### config.mk
export PLATFORM = sky130hd
export DESIGN_NAME = dfrm_mul
export DESIGN_NICKNAME = d
export VERILOG_FILES = /design/src/design/dfrm_pkg.sv /design/src/design/dfrm_mul.sv
export SDC_FILE = /design/constraint.sdc
export NUM_CORES = 2
export LEC_CHECK = 0
export BUFFER_PORTS_ARGS = -buffer_cell sky130_fd_sc_hd__buf_2
export CAP_MARGIN = 20
export CORE_ASPECT_RATIO = 0.8
export CORE_MARGIN = 2
export CORE_UTILIZATION = 50
export DETAILED_ROUTE_END_ITERATION = 8
export PLACE_DENSITY_LB_ADDON = 0.2
export SLEW_MARGIN = 20
export SYNTH_ARGS = -nofsm -noshare
export SYNTH_HDL_FRONTEND = slang
export SYNTH_SLANG_ARGS = --single-unit
### constraint.sdc
create_clock -name clk -period 9.73 [get_ports clk]
set_clock_uncertainty 0.1 [all_clocks]
set_input_delay 0.973 -clock clk [delete_from_list [all_inputs] [get_ports clk]]
set_output_delay 0.973 -clock clk [all_outputs]
set_load 0.05 [all_outputs]
### src/design/dfrm_pkg.sv
// shared widths, register codes and reset values of the distance field ray march
`timescale 1ns / 1ps
`default_nettype none

package dfrm_pkg;

    // field widths
    localparam int OP_W       = 1;
    localparam int IDX_W      = 8;
    localparam int CELL_W     = 16;
    localparam int COORD_W    = 24;
    localparam int HEAD_W     = 16;
    localparam int DIST_W     = 23;

    // configuration port
    localparam int CFG_IDX_W  = 2;
    localparam int CFG_DATA_W = 24;
    localparam int DIM_W      = 9;
    localparam int PSIZE_W    = 16;
    localparam int PSCALE_W   = 24;

    localparam logic [CFG_IDX_W-1:0] REG_MAP_COLUMNS = 2'd0;
    localparam logic [CFG_IDX_W-1:0] REG_MAP_ROWS    = 2'd1;
    localparam logic [CFG_IDX_W-1:0] REG_PIXEL_SIZE  = 2'd2;
    localparam logic [CFG_IDX_W-1:0] REG_PIXEL_SCALE = 2'd3;

    localparam logic [DIM_W-1:0]    MAP_COLUMNS_RST = 9'd256;
    localparam logic [DIM_W-1:0]    MAP_ROWS_RST    = 9'd256;
    localparam logic [PSIZE_W-1:0]  PIXEL_SIZE_RST  = 16'd26;
    localparam logic [PSCALE_W-1:0] PIXEL_SCALE_RST = 24'd645278;

    // op codes
    localparam logic [OP_W-1:0] OP_WRITE = 1'b0;
    localparam logic [OP_W-1:0] OP_QUERY = 1'b1;

    // shared multiplier: position (26 bit signed) by distance or scale (25 bit signed)
    localparam int MUL_A_W = 26;
    localparam int MUL_B_W = 25;
    localparam int PROD_W  = MUL_A_W + MUL_B_W;

    // rounding shifts of the heading offset and of the pixel index
    localparam int OFS_SHIFT = 14;
    localparam int PIX_SHIFT = 24;
    localparam int PIX_W     = PROD_W - PIX_SHIFT;

    // step margin of 1.5 pixel sizes
    localparam int EPS_W = PSIZE_W + 1;

    // default sizes
    localparam int MAX_COLUMNS_DEF = 256;
    localparam int MAX_ROWS_DEF    = 256;
    localparam int MAX_STEPS_DEF   = 1024;

endpackage

`default_nettype wire

### src/design/dfrm_mul.sv
// shared signed multiplier with registered product
`timescale 1ns / 1ps
`default_nettype none

module dfrm_mul
(
    input  wire                                 clk,
    input  wire signed [dfrm_pkg::MUL_A_W-1:0]  mul_a,
    input  wire signed [dfrm_pkg::MUL_B_W-1:0]  mul_b,
    output logic signed [dfrm_pkg::PROD_W-1:0]  prod_reg
);
    import dfrm_pkg::*;

    logic signed [PROD_W-1:0] prod_next;

    // full precision product
    assign prod_next = mul_a * mul_b;

    always_ff @(posedge clk)
    begin
        prod_reg <= prod_next;
    end

endmodule

`default_nettype wire

After elaboration in Yosys (flattened, before gate mapping)
Index checks and enable logic that the tools add are counted.

Flip-flop bits (word level): 51. Output and inout bits: 51.

Multipliers: 1.

Operators with widths (count): $mul 26x25->51 (1).

Depth between registers and ports, before layout
Word-level depth: 1. Depth in mapped cells: 28. Gate-level depth less buffers: 25.

Worst setup path after synthesis
Ideal clock, no wire load.

Path type: input to register. Start point: input port mul_a[25] (netlist name). End point: register prod_reg[50] (netlist name). Library setup time: 0.064 ns. Path buffers: 1. Path slack: 2.086 ns. Arrival: 7.480 ns. Cell stages on the path: 22. Cell sequence: clkbuf_1 -> nand2_1 -> inv_1 -> fa_1 -> inv_1 -> fa_1 -> fa_1 -> inv_1 -> fa_1 -> fa_1 -> fa_1 -> fa_1 -> ha_1 -> a21o_1 -> a21o_1 -> a21o_1 -> a21o_1 -> a21oi_1 -> a21o_1 -> o31ai_1 -> or4_1 -> nand4_1.

Cells in the longest elaborated chain, start to end: 1.

RTL lines: from (decl) (RTL line dfrm_mul.sv:8) `input wire signed [dfrm_pkg::MUL_A_W-1:0] mul_a,`; $mul 26x25->51 (RTL line dfrm_mul.sv:17) `assign prod_next = mul_a * mul_b;`; named net prod_next[50] (RTL line dfrm_mul.sv:14) `logic signed [PROD_W-1:0] prod_next;`; to (signal assigned) (RTL line dfrm_mul.sv:21) `prod_reg <= prod_next;`; to (decl) (RTL line dfrm_mul.sv:10) `output logic signed [dfrm_pkg::PROD_W-1:0] prod_reg`.

The timed path passes the listed nets, and every way through them passes these cells.

Final worst setup path
Start point: input port mul_b[1] (netlist name). End point: register prod_reg[50] (netlist name).

Cells in the longest elaborated chain, start to end: 1.

RTL lines: from (decl) (RTL line dfrm_mul.sv:9) `input wire signed [dfrm_pkg::MUL_B_W-1:0] mul_b,`; $mul 26x25->51 (RTL line dfrm_mul.sv:17); named net prod_next[50] (RTL line dfrm_mul.sv:14).

The timed path passes the listed nets, and every way through them passes these cells.

==> parameters.txt <==
Parameter                              Value

Drt
  M1 WL ... 30700 µm
  Detailed-route vias per instance ... 5.24
  Top routing layer used ... met4
  Via count ... 16970
  Final Routed Wirelength ... 65100 µm
  DRC violation count after routing ... 0
  Met2 Wirelength ... 26200 µm
  Number of violations reported at the end of detailed-routing iteration 0 ... 1181
  Routed wire length per instance ... 20.1 µm
  Number of nets with antenna violations after routing ... 0
  Router iterations before antenna repair ... 5
  Met3 Wirelength ... 7490 µm

Synthesis
  Number of synthesis warnings ... 0
  Post-Syn Instances ... 2613
  Synth area leader ... sky130_fd_sc_hd__fa_1
  Proportion of register bits with asynchronous set or reset after synthesis ... 0%
  Synth Area per Inst ... 9.45 µm²
  Flop and latch count out of synthesis ... 51
  Synth top area cells ... sky130_fd_sc_hd__fa_1 55%, sky130_fd_sc_hd__inv_1 10%, sky130_fd_sc_hd__and2_1 8.0%
  Number of nets produced by synthesis ... 3489
  Synth top cells by count ... 681 x sky130_fd_sc_hd__fa_1, 656 x sky130_fd_sc_hd__inv_1, 349 x sky130_fd_sc_hd__nand2_1
  Library cell with the highest instance count after synthesis ... sky130_fd_sc_hd__fa_1
  Cell area after synthesis ... 24700 µm²
  Most used flip-flop cell after synthesis ... sky130_fd_sc_hd__dfxtp_1
  Count of flip-flops with a built-in enable after synthesis ... 0
  Fraction of the yosys area taken by sequential cells ... 4.13%
  Proportion of netlist area held by the largest area contributor ... 55.2%
  Cell variety after synth ... 59

Timing
  Total negative setup slack ... 0 ns
  Setup repair after global routing missed its margin ... false
  Final setup violation count ... 0
  Period minus WS final ... 8.13 ns
  Hold slack final ... 1.11 ns
  Setup WS post-layout ... 1.60 ns
  Slew @ Worst Pin ... 0.702 ns
  Worst slew margin relative to its limit ... 53.2%
  Number of pins with negative max-slew slack in the final report ... 0
  Final-report hold violation count ... 0
  Peak Freq ... 123 MHz
  Ratio of final minimum period to clock period ... 83.6%

Worst setup path
  Endpoint type of the worst setup path ... flop
  Worst Path Arrival ... 8.28 ns
  Critical-path maximum fanout ... 26
  Type of origin of the critical path ... input pin
  Critical path required time ... 9.88 ns
  Crit path kind ... input pin to flop

Floorplanning
  Starting Density ... 50.9%
  Number of rows created at floorplan ... 72
  Floorplan Core Area ... 48600 µm²
  Full die area ... 51200 µm²
  Height of the die ... 203 µm
  Count of pins on the block boundary ... 103
  Horizontal die dimension ... 252 µm

Clock network
  Root Driver ... sky130_fd_sc_hd__clkbuf_16
  Number of buffers inserted by post-CTS setup repair ... 0
  Number of clock sinks seen by CTS ... 51
  Worst-path clk slew ... 0.07 ns
  Number of H-tree levels ... 2
  Hold_buf cts ... 0
  TritonCTS buffer count ... 5
  CTS tree ... yes
  Cts repair resizes ... 0
  Max clock buf depth ... 2

Cells and area
  Flip-flop count of the largest register, all copies and words added ... 51
  Synth-to-Final Area Change ... 4.03%
  Net count reported at finish ... 3482
  Post-Route Utilization ... 52.9%
  Count of antenna diodes in the layout ... 0
  Share of final-layout standard cells stronger than drive strength 1 ... 4.99%

Global route
  Antenna violations before repair ... 1
  Aggregate global-route resource usage ... 27.5%
  Largest net degree at the start of global routing ... 28
  Number of global-route vias before repair ... 18501
  Wire length of the first global-routing pass ... 107000 µm
  Grt ovf ... 0

Min path
  Path class of the lowest-slack min-delay path ... input pin to flop
  Worst Hold Path EP ... prod_reg[0]
  Hold path cells ... 2
  Hold Path Origin ... mul_b[0]

Place
  Port-buffer cells ... 102
  Placer congestion estimate ... 0.885
  Worst setup slack after placement ... 1.34 ns
  DP Wirelength ... 53600 µm

Status
  Run status ... finished clean

Flow run
  Count of maximum capacitance violations ... 0
==> how the worst max path moves through the flow <==
stage	cells past startpoint	from	to	slack (ns)
2_1_floorplan	22	mul_a[25]	prod_reg[50]	2.09
3_3_place_gp	22	mul_b[1]	prod_reg[50]	1.50
3_5_place_dp	22	mul_b[1]	prod_reg[50]	1.34
4_1_cts	22	mul_b[1]	prod_reg[50]	1.66
5_1_grt	22	mul_b[1]	prod_reg[50]	1.26
6_report	22	mul_b[1]	prod_reg[50]	1.60
==> layer usage <==
| layer | global-route usage [%] | vias up |
|---|---|---|
| met3 | 9.47 | 40 |
| met5 | 0 | - |
| met2 | 37.1 | 687 |
| li1 | - | 7456 |
| met1 | 43.3 | 8787 |
| met4 | 3.97 | 0 |
==> cells by family (layout without fill, tap and decap cells) <==
group	Yosys count	after routing	share of synthesized area, %
AOI/OAI and AO/OA	151	151	4.25
DFF	51	51	4.13
adders and majority gates	824	824	62.5
buffers and inverters	773	767	11.8
muxes	1	1	0.0456
xor gates and xnor gates	56	56	1.99
and+or+nand+nor	757	757	15.4
==> metrics by stage <==
step | cell area (µm²) | std cells
3_3_place_gp | 25600 | 3228
3_5_place_dp | 25600 | 3228
5_1_grt | 25700 | 3236
2_1_floorplan | 24700 | 2613
4_1_cts | 25700 | 3236
6_report | 25700 | 3236
==> cell type report <==
cell class                 count  area (µm²)
timing repair buffer         102         510
sequential                    51        1020
fill                        4367       22900
inverter                     657        2470
clock buffer                   7         133
multi-input combinational   1789       20800
clock inverter                 1        5.00
tap                          629         787
==> worst max-delay path, stage by stage <==
cell	delay, ns
sky130_fd_sc_hd__buf_2	0.45
sky130_fd_sc_hd__nand2_1	0.19
sky130_fd_sc_hd__inv_1	0.17
sky130_fd_sc_hd__fa_1	0.50
sky130_fd_sc_hd__inv_1	0.17
sky130_fd_sc_hd__fa_1	0.62
sky130_fd_sc_hd__fa_1	0.79
sky130_fd_sc_hd__inv_1	0.26
sky130_fd_sc_hd__fa_1	0.46
sky130_fd_sc_hd__fa_1	0.52
sky130_fd_sc_hd__fa_1	0.57
sky130_fd_sc_hd__fa_1	0.42
sky130_fd_sc_hd__ha_1	0.39
sky130_fd_sc_hd__a21o_1	0.19
sky130_fd_sc_hd__a21o_1	0.16
sky130_fd_sc_hd__a21o_1	0.18
sky130_fd_sc_hd__a21o_1	0.17
sky130_fd_sc_hd__a21oi_1	0.21
sky130_fd_sc_hd__a21o_1	0.15
sky130_fd_sc_hd__o31ai_1	0.11
sky130_fd_sc_hd__or4_1	0.53
sky130_fd_sc_hd__nand4_1	0.10
==> cell usage in the layout (no fill, tap or decap), types with 5 or more instances in the layout <==
cell,instances
sky130_fd_sc_hd__xor2_1,15
sky130_fd_sc_hd__nor2_1,28
sky130_fd_sc_hd__inv_1,656
sky130_fd_sc_hd__o21bai_1,10
sky130_fd_sc_hd__ha_1,143
sky130_fd_sc_hd__a21oi_1,42
sky130_fd_sc_hd__o21ai_1,11
sky130_fd_sc_hd__nand3_1,8
sky130_fd_sc_hd__xnor2_1,41
sky130_fd_sc_hd__and2_1,316
sky130_fd_sc_hd__clkbuf_16,5
sky130_fd_sc_hd__a21o_1,22
sky130_fd_sc_hd__fa_1,681
sky130_fd_sc_hd__nand4_1,8
sky130_fd_sc_hd__nand2_1,349
sky130_fd_sc_hd__dfxtp_1,51
sky130_fd_sc_hd__buf_2,102
sky130_fd_sc_hd__nand2b_1,7
sky130_fd_sc_hd__nor2b_1,24
sky130_fd_sc_hd__o21ai_0,18
sky130_fd_sc_hd__o21a_1,8
Power is not shown: default switching activity piles up to over one toggle a cycle in this logic, so the estimate is an artifact.
